$ cat config.mk
export PLATFORM = sky130hd
export DESIGN_NAME = tracker_volume_tremolo_unit
export DESIGN_NICKNAME = d
export VERILOG_FILES = /design/src/hdl/tvt_pkg.sv /design/src/hdl/tvt_front.sv /design/src/hdl/tvt_queue.sv /design/src/hdl/tvt_back.sv /design/src/hdl/tracker_volume_tremolo_unit.sv
export SDC_FILE = /design/constraint.sdc
export NUM_CORES = 1
export LEC_CHECK = 0
export ABC_AREA = 1
export BUFFER_PORTS_ARGS = -buffer_cell sky130_fd_sc_hd__buf_4
export CORE_MARGIN = 2
export CORE_UTILIZATION = 46
export CTS_CLUSTER_SIZE = 28
export DETAILED_ROUTE_END_ITERATION = 16
export GPL_TIMING_DRIVEN = 0
export PLACE_DENSITY = 0.63
export SYNTH_ARGS = -nofsm -noshare
export SYNTH_HDL_FRONTEND = slang
export SYNTH_SLANG_ARGS = --single-unit
$ cat constraint.sdc
create_clock -name clk -period 23.9 [get_ports clk]
set_clock_uncertainty 0.05 [all_clocks]
set_input_delay 1.195 -clock clk [delete_from_list [all_inputs] [get_ports clk]]
set_output_delay 1.195 -clock clk [all_outputs]
set_load 0.005 [all_outputs]
$ cat src/hdl/tvt_pkg.sv
package tvt_pkg;

	localparam int CHANNEL_COUNT = 16;
	localparam logic [15:0] ENABLE_MASK_RESET = 16'hFFFF;
	localparam logic [6:0] VOLUME_MAX = 7'd64;

	localparam logic [3:0] EFF_TONE_PORTA = 4'd3;
	localparam logic [3:0] EFF_PORTA_VOLSLIDE = 4'd5;
	localparam logic [3:0] EFF_VIB_VOLSLIDE = 4'd6;
	localparam logic [3:0] EFF_TREMOLO = 4'd7;
	localparam logic [3:0] EFF_VOLSLIDE = 4'd10;
	localparam logic [3:0] EFF_SET_VOLUME = 4'd12;
	localparam logic [3:0] EFF_EXTENDED = 4'd14;

	localparam logic [3:0] EXT_TREMOLO_CTRL = 4'd7;
	localparam logic [3:0] EXT_FINE_UP = 4'd10;
	localparam logic [3:0] EXT_FINE_DOWN = 4'd11;
	localparam logic [3:0] EXT_CUT = 4'd12;
	localparam logic [3:0] EXT_NOTE_DELAY = 4'd13;

	localparam logic [1:0] WAVE_SINE = 2'd0;
	localparam logic [1:0] WAVE_RAMP = 2'd1;

	typedef struct packed {
		logic [3:0] channel_index;
		logic       tick_zero;
		logic [3:0] effect_code;
		logic [7:0] effect_parameter;
		logic [7:0] tick_counter;
		logic       has_instrument;
		logic [6:0] instrument_volume;
		logic       period_note;
		logic [7:0] vibrato_phase;
	} in_item_t;

	typedef struct packed {
		logic [3:0] result_channel;
		logic [6:0] tick_volume;
		logic [6:0] base_volume;
	} out_item_t;

	// decoded command handed from front to back
	typedef struct packed {
		logic [3:0] channel;
		logic       load_ins;
		logic [6:0] ins_vol;
		logic       set_vol;
		logic [6:0] set_val;
		logic       slide;
		logic       fine_up;
		logic       fine_down;
		logic       cut;
		logic       ctrl_wr;
		logic       phase_reset;
		logic       tremolo;
		logic [3:0] hi;
		logic [3:0] lo;
		logic       vib_flip;
	} cmd_t;

	function automatic logic [6:0] clamp_volume(input logic [7:0] v);
		clamp_volume = (v > 8'(VOLUME_MAX)) ? VOLUME_MAX : v[6:0];
	endfunction

	function automatic logic [7:0] sine_value(input logic [4:0] idx);
		case (idx)
			5'd0: sine_value = 8'd0;
			5'd1: sine_value = 8'd24;
			5'd2: sine_value = 8'd49;
			5'd3: sine_value = 8'd74;
			5'd4: sine_value = 8'd97;
			5'd5: sine_value = 8'd120;
			5'd6: sine_value = 8'd141;
			5'd7: sine_value = 8'd161;
			5'd8: sine_value = 8'd180;
			5'd9: sine_value = 8'd197;
			5'd10: sine_value = 8'd212;
			5'd11: sine_value = 8'd224;
			5'd12: sine_value = 8'd235;
			5'd13: sine_value = 8'd244;
			5'd14: sine_value = 8'd250;
			5'd15: sine_value = 8'd253;
			5'd16: sine_value = 8'd255;
			5'd17: sine_value = 8'd253;
			5'd18: sine_value = 8'd250;
			5'd19: sine_value = 8'd244;
			5'd20: sine_value = 8'd235;
			5'd21: sine_value = 8'd224;
			5'd22: sine_value = 8'd212;
			5'd23: sine_value = 8'd197;
			5'd24: sine_value = 8'd180;
			5'd25: sine_value = 8'd161;
			5'd26: sine_value = 8'd141;
			5'd27: sine_value = 8'd120;
			5'd28: sine_value = 8'd97;
			5'd29: sine_value = 8'd74;
			5'd30: sine_value = 8'd49;
			5'd31: sine_value = 8'd24;
			default: sine_value = 8'd0;
		endcase
	endfunction

endpackage

$ cat src/hdl/tvt_front.sv
module tvt_front #(
	parameter int CHANNEL_COUNT = tvt_pkg::CHANNEL_COUNT
) (
	input  logic              clk,
	input  logic              arst_n,
	input  logic              cfg_valid,
	input  logic [15:0]       cfg_data,
	input  logic              in_valid,
	input  logic              in_stall,
	input  tvt_pkg::in_item_t in_item,
	output logic              push,
	output tvt_pkg::cmd_t     push_cmd
);

	localparam logic [4:0] CH_LIMIT = 5'(CHANNEL_COUNT);

	logic [15:0] enable_mask_q;
	logic [3:0]  eff;
	logic [3:0]  hi;
	logic [3:0]  lo;
	logic        t0;
	logic        is_ext;

	always_ff @(posedge clk or negedge arst_n) begin
		if (!arst_n) begin
			enable_mask_q <= tvt_pkg::ENABLE_MASK_RESET;
		end else if (cfg_valid) begin
			enable_mask_q <= cfg_data;
		end
	end

	assign eff = in_item.effect_code;
	assign hi = in_item.effect_parameter[7:4];
	assign lo = in_item.effect_parameter[3:0];
	assign t0 = in_item.tick_zero;
	assign is_ext = (eff == tvt_pkg::EFF_EXTENDED);

	// disabled or out-of-range channels are dropped here
	assign push = in_valid && !in_stall && enable_mask_q[in_item.channel_index]
		&& ({1'b0, in_item.channel_index} < CH_LIMIT);

	always_comb begin
		push_cmd.channel = in_item.channel_index;
		push_cmd.load_ins = t0 && in_item.has_instrument;
		push_cmd.ins_vol = tvt_pkg::clamp_volume({1'b0, in_item.instrument_volume});
		push_cmd.set_vol = t0 && (eff == tvt_pkg::EFF_SET_VOLUME);
		push_cmd.set_val = tvt_pkg::clamp_volume(in_item.effect_parameter);
		push_cmd.slide = !t0 && (eff inside {tvt_pkg::EFF_VOLSLIDE,
			tvt_pkg::EFF_PORTA_VOLSLIDE, tvt_pkg::EFF_VIB_VOLSLIDE});
		push_cmd.fine_up = is_ext && (hi == tvt_pkg::EXT_FINE_UP)
			&& (in_item.tick_counter == 8'd0);
		push_cmd.fine_down = is_ext && (hi == tvt_pkg::EXT_FINE_DOWN)
			&& (in_item.tick_counter == 8'd0);
		push_cmd.cut = is_ext && (hi == tvt_pkg::EXT_CUT)
			&& (in_item.tick_counter == {4'd0, lo});
		push_cmd.ctrl_wr = is_ext && (hi == tvt_pkg::EXT_TREMOLO_CTRL);
		push_cmd.phase_reset = t0 && in_item.period_note
			&& !(eff inside {tvt_pkg::EFF_TONE_PORTA, tvt_pkg::EFF_PORTA_VOLSLIDE})
			&& !(is_ext && (hi == tvt_pkg::EXT_NOTE_DELAY));
		push_cmd.tremolo = !t0 && (eff == tvt_pkg::EFF_TREMOLO);
		push_cmd.hi = hi;
		push_cmd.lo = lo;
		push_cmd.vib_flip = in_item.vibrato_phase[7];
	end

endmodule

$ cat src/hdl/tvt_queue.sv
module tvt_queue (
	input  logic          clk,
	input  logic          arst_n,
	input  logic          push,
	input  tvt_pkg::cmd_t push_cmd,
	output logic          full,
	output logic          head_valid,
	output tvt_pkg::cmd_t head_cmd,
	input  logic          pop
);

	tvt_pkg::cmd_t entry_q [2];
	logic          wr_ptr_q;
	logic          rd_ptr_q;
	logic [1:0]    count_q;

	assign full = (count_q == 2'd2);
	assign head_valid = (count_q != 2'd0);
	assign head_cmd = entry_q[rd_ptr_q];

	always_ff @(posedge clk) begin
		if (push) begin
			entry_q[wr_ptr_q] <= push_cmd;
		end
	end

	always_ff @(posedge clk or negedge arst_n) begin
		if (!arst_n) begin
			wr_ptr_q <= 1'b0;
			rd_ptr_q <= 1'b0;
			count_q <= 2'd0;
		end else begin
			if (push) begin
				wr_ptr_q <= !wr_ptr_q;
			end
			if (pop) begin
				rd_ptr_q <= !rd_ptr_q;
			end
			case ({push, pop})
				2'b10: count_q <= count_q + 2'd1;
				2'b01: count_q <= count_q - 2'd1;
				default: count_q <= count_q;
			endcase
		end
	end

endmodule

$ cat src/hdl/tvt_back.sv
module tvt_back #(
	parameter int CHANNEL_COUNT = tvt_pkg::CHANNEL_COUNT
) (
	input  logic               clk,
	input  logic               arst_n,
	input  logic               head_valid,
	input  tvt_pkg::cmd_t      head_cmd,
	output logic               pop,
	output logic               out_valid,
	input  logic               out_stall,
	output tvt_pkg::out_item_t out_item
);

	localparam int IDX_W = (CHANNEL_COUNT > 1) ? $clog2(CHANNEL_COUNT) : 1;

	logic [6:0] chan_vol_q   [CHANNEL_COUNT];
	logic [7:0] trem_phase_q [CHANNEL_COUNT];
	logic [7:0] trem_sd_q    [CHANNEL_COUNT];
	logic [3:0] trem_ctrl_q  [CHANNEL_COUNT];

	logic               out_valid_q;
	tvt_pkg::out_item_t out_item_q;

	logic [IDX_W-1:0] ch;
	logic [7:0]       phase;
	logic [3:0]       ctrl;
	logic [6:0]       vol_a;
	logic [6:0]       vol_b;
	logic [6:0]       vol_c;
	logic [7:0]       sd_new;
	logic [7:0]       phase_new;
	logic [4:0]       idx;
	logic [7:0]       wave;
	logic [11:0]      product;
	logic [5:0]       amt;
	logic [6:0]       out_vol;
	logic             clear_phase;

	assign ch = head_cmd.channel[IDX_W-1:0];
	assign phase = trem_phase_q[ch];
	assign ctrl = trem_ctrl_q[ch];
	assign pop = head_valid && (!out_valid_q || !out_stall);
	assign clear_phase = head_cmd.phase_reset && !ctrl[2];

	// volume update: load / set / slide, then extended effects
	always_comb begin
		vol_a = chan_vol_q[ch];
		if (head_cmd.load_ins) begin
			vol_a = head_cmd.ins_vol;
		end
		if (head_cmd.set_vol) begin
			vol_a = head_cmd.set_val;
		end

		vol_b = vol_a;
		if (head_cmd.slide) begin
			if (head_cmd.hi != 4'd0) begin
				vol_b = tvt_pkg::clamp_volume({1'b0, vol_a} + {4'd0, head_cmd.hi});
			end else begin
				vol_b = (vol_a < {3'd0, head_cmd.lo}) ? 7'd0 : vol_a - {3'd0, head_cmd.lo};
			end
		end

		vol_c = vol_b;
		if (head_cmd.fine_up) begin
			vol_c = tvt_pkg::clamp_volume({1'b0, vol_b} + {4'd0, head_cmd.lo});
		end else if (head_cmd.fine_down) begin
			vol_c = (vol_b < {3'd0, head_cmd.lo}) ? 7'd0 : vol_b - {3'd0, head_cmd.lo};
		end else if (head_cmd.cut) begin
			vol_c = 7'd0;
		end
	end

	// tremolo
	always_comb begin
		sd_new = trem_sd_q[ch];
		if (head_cmd.lo != 4'd0) begin
			sd_new[3:0] = head_cmd.lo;
		end
		if (head_cmd.hi != 4'd0) begin
			sd_new[7:4] = head_cmd.hi;
		end
		idx = phase[6:2];
		case (ctrl[1:0])
			tvt_pkg::WAVE_SINE: wave = tvt_pkg::sine_value(idx);
			tvt_pkg::WAVE_RAMP: wave = head_cmd.vib_flip ? ~{idx, 3'b000} : {idx, 3'b000};
			default: wave = 8'd255;
		endcase
		product = {4'd0, wave} * {8'd0, sd_new[3:0]};
		amt = product[11:6];
		phase_new = phase + {sd_new[7:4], 2'b00};
		if (!head_cmd.tremolo) begin
			out_vol = vol_c;
		end else if (phase[7]) begin
			out_vol = (vol_c < {1'b0, amt}) ? 7'd0 : vol_c - {1'b0, amt};
		end else begin
			out_vol = tvt_pkg::clamp_volume({1'b0, vol_c} + {2'd0, amt});
		end
	end

	always_ff @(posedge clk or negedge arst_n) begin
		if (!arst_n) begin
			for (int i = 0; i < CHANNEL_COUNT; i++) begin
				chan_vol_q[i] <= 7'd0;
				trem_phase_q[i] <= 8'd0;
				trem_sd_q[i] <= 8'd0;
				trem_ctrl_q[i] <= 4'd0;
			end
		end else if (pop) begin
			chan_vol_q[ch] <= vol_c;
			if (head_cmd.tremolo) begin
				trem_phase_q[ch] <= phase_new;
				trem_sd_q[ch] <= sd_new;
			end else if (clear_phase) begin
				trem_phase_q[ch] <= 8'd0;
			end
			if (head_cmd.ctrl_wr) begin
				trem_ctrl_q[ch] <= head_cmd.lo;
			end
		end
	end

	always_ff @(posedge clk or negedge arst_n) begin
		if (!arst_n) begin
			out_valid_q <= 1'b0;
		end else if (pop) begin
			out_valid_q <= 1'b1;
		end else if (!out_stall) begin
			out_valid_q <= 1'b0;
		end
	end

	always_ff @(posedge clk) begin
		if (pop) begin
			out_item_q.result_channel <= head_cmd.channel;
			out_item_q.tick_volume <= out_vol;
			out_item_q.base_volume <= vol_c;
		end
	end

	assign out_valid = out_valid_q;
	assign out_item = out_item_q;

endmodule

$ cat src/hdl/tracker_volume_tremolo_unit.sv
// channel  | handshake           | beat
// ---------+---------------------+--------------------------------------
// cfg      | cfg_valid/cfg_ready | cfg_data: channel enable mask
// in       | in_valid/in_stall   | in_item: one channel tick
// out      | out_valid/out_stall | out_item: channel, output and base volume
//
// one beat per cycle sustained while out_stall is low; a result passes the queue
// and the back's output register (front decode into a two-entry queue, back
// updates channel state and registers); pops write channel state back, so ticks
// of the same channel may follow each other directly; reset clears all channel
// state at once and needs no sweep; in_stall rises only when the queue is full
module tracker_volume_tremolo_unit #(
	parameter int CHANNEL_COUNT = tvt_pkg::CHANNEL_COUNT
) (
	input  logic               clk,
	input  logic               arst_n,
	input  logic               cfg_valid,
	output logic               cfg_ready,
	input  logic [15:0]        cfg_data,
	input  logic               in_valid,
	output logic               in_stall,
	input  tvt_pkg::in_item_t  in_item,
	output logic               out_valid,
	input  logic               out_stall,
	output tvt_pkg::out_item_t out_item
);

	logic          push;
	tvt_pkg::cmd_t push_cmd;
	logic          head_valid;
	tvt_pkg::cmd_t head_cmd;
	logic          pop;

	assign cfg_ready = 1'b1;

	tvt_front #(
		.CHANNEL_COUNT(CHANNEL_COUNT)
	) u_front (
		.clk      (clk),
		.arst_n   (arst_n),
		.cfg_valid(cfg_valid),
		.cfg_data (cfg_data),
		.in_valid (in_valid),
		.in_stall (in_stall),
		.in_item  (in_item),
		.push     (push),
		.push_cmd (push_cmd)
	);

	tvt_queue u_queue (
		.clk       (clk),
		.arst_n    (arst_n),
		.push      (push),
		.push_cmd  (push_cmd),
		.full      (in_stall),
		.head_valid(head_valid),
		.head_cmd  (head_cmd),
		.pop       (pop)
	);

	tvt_back #(
		.CHANNEL_COUNT(CHANNEL_COUNT)
	) u_back (
		.clk       (clk),
		.arst_n    (arst_n),
		.head_valid(head_valid),
		.head_cmd  (head_cmd),
		.pop       (pop),
		.out_valid (out_valid),
		.out_stall (out_stall),
		.out_item  (out_item)
	);

endmodule
Word level (Yosys, flattened, before mapping)
Memories as Yosys holds them, arrays and structs flattened.
Cells that the tools add are included.
{"block": "totals", "output_inout_bits": 21, "input_bits": 63, "word_cells": 211, "rom_bits": 256, "reg_bits": 471, "memories": 2, "mem_bits_rw": 72}
{"block": "op_classes", "eq_ne": 18, "reduce_logical": 42, "n_mux": 52, "bitwise": 4, "multipliers": 1, "magnitude_cmp": 11, "addsub": 9}
{"name": "(no name shown)", "depth": 32, "word_bits": 8, "read_ports": 1, "rd_clocked_by_memory_dff": 0, "write_ports": 0, "line_no": "tvt_pkg.sv:66", "source": "case (idx)"}
{"name": "u_queue.entry_q", "depth": 2, "word_bits": 36, "read_ports": 1, "rd_clocked_by_memory_dff": 0, "write_ports": 1, "line_no": "tvt_queue.sv:12", "source": "tvt_pkg::cmd_t entry_q [2];"}
{"operator": "128-bit bitwise mux", "count": 2}
{"operator": "128-bit 2-to-1 mux", "count": 2}
{"operator": "7-bit 2-to-1 mux", "count": 20}
{"operator": "128-bit bitwise AND", "count": 1}
{"operator": "128-bit NOT", "count": 1}
{"operator": "112-bit bitwise mux", "count": 1}
{"operator": "8-bit binary-select mux with 4-bit select", "count": 2}
{"operator": "64-bit bitwise mux", "count": 1}
{"operator": "8-bit 2-to-1 mux", "count": 6}
{"operator": "8-bit demux with 4-bit select", "count": 1}
{"operator": "8-bit by 7-bit > comparator with 1-bit output, second input constant", "count": 4}
{"operator": "7-bit binary-select mux with 4-bit select", "count": 1}
{"operator": "7-bit demux with 4-bit select", "count": 1}
{"operator": "4-bit equality test, second input constant", "count": 7}
{"operator": "1-bit logical AND", "count": 20}
{"operator": "7-bit by 4-bit adder with 8-bit output", "count": 2}
{"operator": "4-bit binary-select mux with 4-bit select", "count": 1}
{"operator": "4-bit demux with 4-bit select", "count": 1}
{"operator": "4-bit by 3-bit equality test with 1-bit output, second input constant", "count": 4}
{"operator": "8-bit case mux with 2 select lines", "count": 1}
{"operator": "7-bit by 4-bit < comparator with 1-bit output", "count": 2}
{"operator": "7-bit by 4-bit subtractor with 7-bit output", "count": 2}
{"operator": "8-bit by 4-bit multiplier with 12-bit output", "count": 1}
{"operator": "4-bit 2-to-1 mux", "count": 3}
{"operator": "29 further kinds", "count": 50}

Depth between registers and ports, before layout
An unclocked memory read counts as a cell.
{"block": "depth", "ltp_word": 21, "depth_mapped": 60, "ltp_nobuf": 56}

By module
Synthesis repeated with hierarchy kept, for this count alone.
{"block": "unflattened", "cells_unflattened": 3087, "area_unflattened_um2": 25916.1}
{"module": "tvt_back", "cells_each": 2677, "seq_area_each_um2": 10174.8, "area_each_um2": 21581.9, "instances": 1}
{"module": "tvt_queue", "cells_each": 212, "seq_area_each_um2": 2262.2, "area_each_um2": 3017.9, "instances": 1}
{"module": "tvt_front", "cells_each": 196, "seq_area_each_um2": 420.4, "area_each_um2": 1305.0, "instances": 1}
{"module": "tracker_volume_tremolo_unit", "cells_each": 2, "seq_area_each_um2": 0.0, "area_each_um2": 11.3, "instances": 1}

Worst setup path after synthesis
OpenSTA, ideal clock, no wires.
{"block": "synth_path", "path_kind": "reg2reg", "startpoint": "register u_queue.rd_ptr_q", "endpoint": "register u_back.out_item_q, in the netlist u_back.out_item[7] (data pin)", "setup_ps": 252, "synth_period_minus_slack_ps": 7602, "setup_slack_ps": 16298, "arrival_time_ps": 7300, "required_ps": 23598, "n_path_buf": 5, "path_stages_with_launch": 55, "path_cell_list": "dfrtp_1 -> buf_6 -> o21ai_4 -> nor2_2 -> buf_6 -> clkinv_2 -> buf_4 -> buf_2 -> o22ai_1 -> o21ai_0 -> a41oi_1 -> o31ai_1 -> nand2_1 -> inv_1 -> ha_1 -> inv_1 -> fa_1 -> o31ai_1 -> (+19 left out) -> nand2_2 -> nand2_1 -> nand2_1 -> nand2_1 -> inv_1 -> ha_1 -> clkbuf_1 -> inv_1 -> o31ai_1 -> a21oi_1 -> o21ai_0 -> inv_1 -> nand2_1 -> nand3_1 -> nand2_1 -> nand2_1 -> nand2_1 -> nand2_1"}
{"block": "synth_between", "elab_chain_cells": 21, "word_cells_on_any_way": 51, "cone_classes": "6 x add/sub; 1 x mul; 6 x order compare; 1 x eq/ne; 30 x mux; 2 x bitwise; 3 x reduce/logical; 2 x memory"}
{"item": "from (decl)", "line_no": "tvt_queue.sv:14", "source": "logic rd_ptr_q;"}
{"item": "from (signal assigned)", "line_no": "tvt_queue.sv:37", "source": "rd_ptr_q <= !rd_ptr_q;"}
{"item": "memory read 2 x 36 bit (*)"}
{"item": "4-bit NOT with 5-bit output (not written as such)", "line_no": "tvt_back.sv:47", "source": "vol_a = chan_vol_q[ch];"}
{"item": "7-bit binary-select mux with 4-bit select", "line_no": "tvt_back.sv:47"}
{"item": "7-bit 2-to-1 mux (not written as such) (2 in a row)", "line_no": "tvt_back.sv:47"}
{"item": "7-bit 2-to-1 mux", "line_no": "tvt_back.sv:48", "source": "if (head_cmd.load_ins) begin"}
{"item": "7-bit 2-to-1 mux", "line_no": "tvt_back.sv:51", "source": "if (head_cmd.set_vol) begin"}
{"item": "7-bit by 4-bit adder with 8-bit output", "line_no": "tvt_back.sv:58", "source": "vol_b = tvt_pkg::clamp_volume({1'b0, vol_a} + {4'd0, head_cmd.hi});"}
{"item": "8-bit by 7-bit > comparator with 1-bit output", "line_no": "tvt_pkg.sv:62", "source": "clamp_volume = (v > 8'(VOLUME_MAX)) ? VOLUME_MAX : v[6:0];"}
{"item": "(+6 left out)"}
{"item": "7-bit 2-to-1 mux (*)", "line_no": "tvt_back.sv:65", "source": "if (head_cmd.fine_up) begin"}
{"item": "named net u_back.vol_c[3]", "line_no": "tvt_back.sv:29", "source": "logic [6:0] vol_c;"}
{"item": "7-bit by 6-bit adder with 8-bit output", "line_no": "tvt_back.sv:97", "source": "out_vol = tvt_pkg::clamp_volume({1'b0, vol_c} + {2'd0, amt});"}
{"item": "8-bit by 7-bit > comparator with 1-bit output", "line_no": "tvt_pkg.sv:62"}
{"item": "7-bit 2-to-1 mux", "line_no": "tvt_pkg.sv:62"}
{"item": "7-bit 2-to-1 mux (*)", "line_no": "tvt_back.sv:94", "source": "end else if (phase[7]) begin"}
{"item": "7-bit 2-to-1 mux (*)", "line_no": "tvt_back.sv:92", "source": "if (!head_cmd.tremolo) begin"}
{"item": "named net u_back.out_vol[0]", "line_no": "tvt_back.sv:36", "source": "logic [6:0] out_vol;"}
{"item": "to (decl)", "line_no": "tvt_back.sv:22", "source": "tvt_pkg::out_item_t out_item_q;"}
Mark *: on every way through the listed nets, which the timed path passes. The rest lies on a longest branch. The select of a mux whose other input is x is not followed.
A chain may end at the register's enable or synchronous reset.

==> impl_summary.log <==
INFO  metric clk_pin_slew_worst_paths = 0.06 ns
INFO  metric yosys_warnings = 0
INFO  metric timing.final.setup_violations = 0
INFO  metric async_flop_share = 0.818
INFO  metric hold_violations = 0
INFO  metric grt_max_degree = 121
INFO  metric run_status = finished clean
INFO  metric max-cap-violations = 0
INFO  metric synthCells = 2952
INFO  metric tritoncts_clock_tree = yes
INFO  metric drtPass1Iterations = 5
INFO  metric cts_hold_buffers = 0
INFO  metric critical-path-slowest-cell = o21ai_0
INFO  metric coreArea = 54000 sq um
INFO  metric dp.cells = 3727
INFO  metric antenna_violations_before_repair = 1
INFO  metric period_minus_ws_final = 10.39 ns
INFO  metric synth_top_area_share = 0.385
INFO  metric grt_usage = 0.273
INFO  metric hpwl = 54.5 mm
INFO  metric area_delta_synth_final = 13.2%
INFO  metric clock-root-buffer = clkbuf_16
INFO  metric synthTopCellsByArea = dfrtp_1, edfxtp_1, nand2_1, o21ai_0, inv_1
INFO  metric gp_routability_congestion = 0.901
INFO  metric n_fill_cell = 4992
INFO  metric vias = 21804
INFO  metric worst_skew_pair.late_latency = 0.62 ns
INFO  metric tritoncts_num_sinks = 495
INFO  metric synth_enable_flop_cells = 90
INFO  metric drc = 0
INFO  metric core.rowCount = 85
INFO  metric port_buffers = 74
INFO  metric floorplan.die_area = 56800 sq um
INFO  metric crit_top_cell = nand2_1
INFO  metric cp-end-kind = register
INFO  metric maximum_net_fanout_on_the_critical_path = 10
INFO  metric die_h = 238 microns
INFO  metric finish.instance_area = 28600 sq um
INFO  metric timing.critical_path.arrival = 10.71 ns
INFO  metric rsz_0062_raised_after_global_routing = false
INFO  metric slew-limit-headroom = 0.0356
INFO  metric timing.critical_path.from_type = register
INFO  metric number_of_global_route_vias_before_repair = 21465
INFO  metric fin_crit_sh = 0.435
INFO  metric cts_htree_levels = 2
INFO  metric worst_pin_slew = 1.43 ns
INFO  metric min_path_type = reg -> reg
INFO  metric clock_tree.buffer_depth = 3
INFO  metric post_detailed_routing_wire_length = 76.6 mm
INFO  metric crit_type = reg -> reg
INFO  metric pin_count = 84
INFO  metric timing.fmax = 96.2 MHz
INFO  metric dp_slack = 13.76 ns
INFO  metric syn-cell-area = 25300 sq um
INFO  metric synth.avg_cell_area = 8.56 sq um
INFO  metric synth.largest_area_cell = dfrtp_1
INFO  metric worst-endpoint-required = 24.22 ns
INFO  metric initial_core_util = 0.467
INFO  metric setup_slack = 13.51 ns
INFO  metric synth_seq_cells = 495
INFO  metric route.detailed.vias_per_inst = 5.70
INFO  metric crit_path_max_incr_delay = 0.50 ns
INFO  metric ant_nets = 0
INFO  metric cts.repair.resized = 0
INFO  metric routed_length_per_placed_instance = 20.0 microns
INFO  metric postCtsSetupRepairBufs = 0
INFO  metric chipWidth = 238 microns
INFO  metric synth_seq_area_share = 0.509
INFO  metric antennaDiodeCount = 0
INFO  metric final_nets = 3221
INFO  metric grt_overflow = 0
INFO  metric synth_nets = 3087
INFO  metric tritoncts_buffers = 53
INFO  metric drive_gt1_frac = 0.101
INFO  metric synth_top_flop_cell = dfrtp_1
INFO  metric final.setup.tns = 0 ns
INFO  metric synth_cell_type_count = 66
INFO  metric drc_marker_count_from_the_first_detailed_route_iteration = 2179
INFO  metric slew_violations = 0
INFO  metric dpl_cell_area = 26800 sq um
INFO  metric fin_cells = 3826
INFO  metric grt_pass1_wl = 121 mm
## per-layer routing
| layer | vias up | part of all wire | GRT usage |
|---|---|---|---|
| li1 | 10192 | - | - |
| met2 | 845 | 0.45 | 0.425 |
| met5 | - | 0.00013 | 0 |
| met1 | 10580 | 0.43 | 0.367 |
| met4 | 2 | 0.046 | 0.131 |
| met3 | 185 | 0.073 | 0.0534 |
## cell usage after synthesis (all sizes together) (4+ instances only)
| master | instances |
|---|---|
| o32ai | 5 |
| o21ai | 401 |
| o221ai | 5 |
| o21bai | 5 |
| nor2 | 219 |
| o211ai | 4 |
| dfstp | 16 |
| fa | 18 |
| dfrtp | 389 |
| inv | 387 |
| a41oi | 4 |
| mux2 | 7 |
| xnor2 | 6 |
| xor2 | 19 |
| nor4 | 8 |
| or2 | 16 |
| clkbuf | 77 |
| nand2 | 645 |
| o31ai | 11 |
| clkinv | 8 |
| nand3 | 73 |
| nand4 | 20 |
| a22oi | 50 |
| edfxtp | 90 |
| a31oi | 5 |
| nor3 | 10 |
| buf | 53 |
| nand3b | 5 |
| ha | 54 |
| a21oi | 115 |
| o22ai | 211 |
## kinds of logic after synthesis
group | count (synthesis) | share of synthesized area
buf+inv | 525 | 0.0843
fa+ha+maj | 72 | 0.0410
mux | 7 | 0.00312
compound gates | 826 | 0.190
flops | 495 | 0.509
other cells | 1 | 0.000148
xor+xnor | 25 | 0.00867
simple gates | 1001 | 0.164
## layout make-up
class | count | area (sq um) | share of cell area
multi-input cells | 1932 | 10300 | 0.360
plain buffers | 130 | 646 | 0.0226
clock inverters | 25 | 254 | 0.00888
flip-flops and latches | 495 | 12900 | 0.450
repair buffers | 79 | 686 | 0.0240
clock buffers | 74 | 1510 | 0.0527
inverters | 395 | 1490 | 0.0519
well taps | 696 | 871 | 0.0305
## registers in the layout, summed over array words and instances, names as in the netlist
name and flops:
u_back.chan_vol_q 112, u_back.out_item 18, u_front.enable_mask_q 16, u_queue.rd_ptr_q 1
u_back.trem_sd_q 128, u_queue.count_q 2, u_queue.wr_ptr_q 1, u_back.trem_ctrl_q 48
u_back.out_valid 1, u_back.trem_phase_q 96, u_queue.entry_q 72
## final timing paths
check                                 startpoint                 endpoint  slack [ns]  cells after the start
min in group asynchronous                 arst_n  u_back.trem_phase_q[10]        0.52                      1
hold reg to reg            u_back.chan_vol_q[18]    u_back.chan_vol_q[18]        0.43                      2
max in group asynchronous                 arst_n   u_back.trem_ctrl_q[32]       21.85                      3
setup reg to reg                u_queue.rd_ptr_q       u_back.out_item[7]       13.51                     55
setup / recovery                u_queue.rd_ptr_q       u_back.out_item[7]       13.51                     55
hold / removal             u_back.chan_vol_q[18]    u_back.chan_vol_q[18]        0.43                      2
## layout by cell type (no fill, tap or decap), drive strengths merged, types with 3 or more instances in the layout
master,netlist,final
nand2,645,645
o21ai,401,401
inv,387,390
dfrtp,389,389
nor2,219,219
o22ai,211,211
clkbuf,77,151
buf,53,132
a21oi,115,115
edfxtp,90,90
nand3,73,73
ha,54,54
a22oi,50,50
clkinv,8,23
nand4,20,20
xor2,19,19
fa,18,18
dfstp,16,16
or2,16,16
o31ai,11,11
nor3,10,10
nor4,8,8
mux2,7,7
xnor2,6,6
o221ai,5,5
nand3b,5,5
o32ai,5,5
a31oi,5,5
o21bai,5,5
a41oi,4,4
o211ai,4,4
bufinv,0,4
clkinvlp,0,3
## critical path, delay by kind of cell (launching register included)
family | cells | cell delay (ns)
simple gates | 24 | 2.63
buf+inv | 15 | 2.28
compound gates | 12 | 3.51
fa+ha+maj | 4 | 1.25
flops | 1 | 0.40
## metrics by stage
step                       util  hold slack (ns)
final                     0.529            0.431
after global placement    0.494            0.416
after CTS                 0.529            0.433
after floorplan               -            0.394
after detailed placement  0.497            0.418
after global routing      0.529            0.449
Power is not shown: default switching activity piles up to over one toggle a cycle in this logic, so the estimate is an artifact.
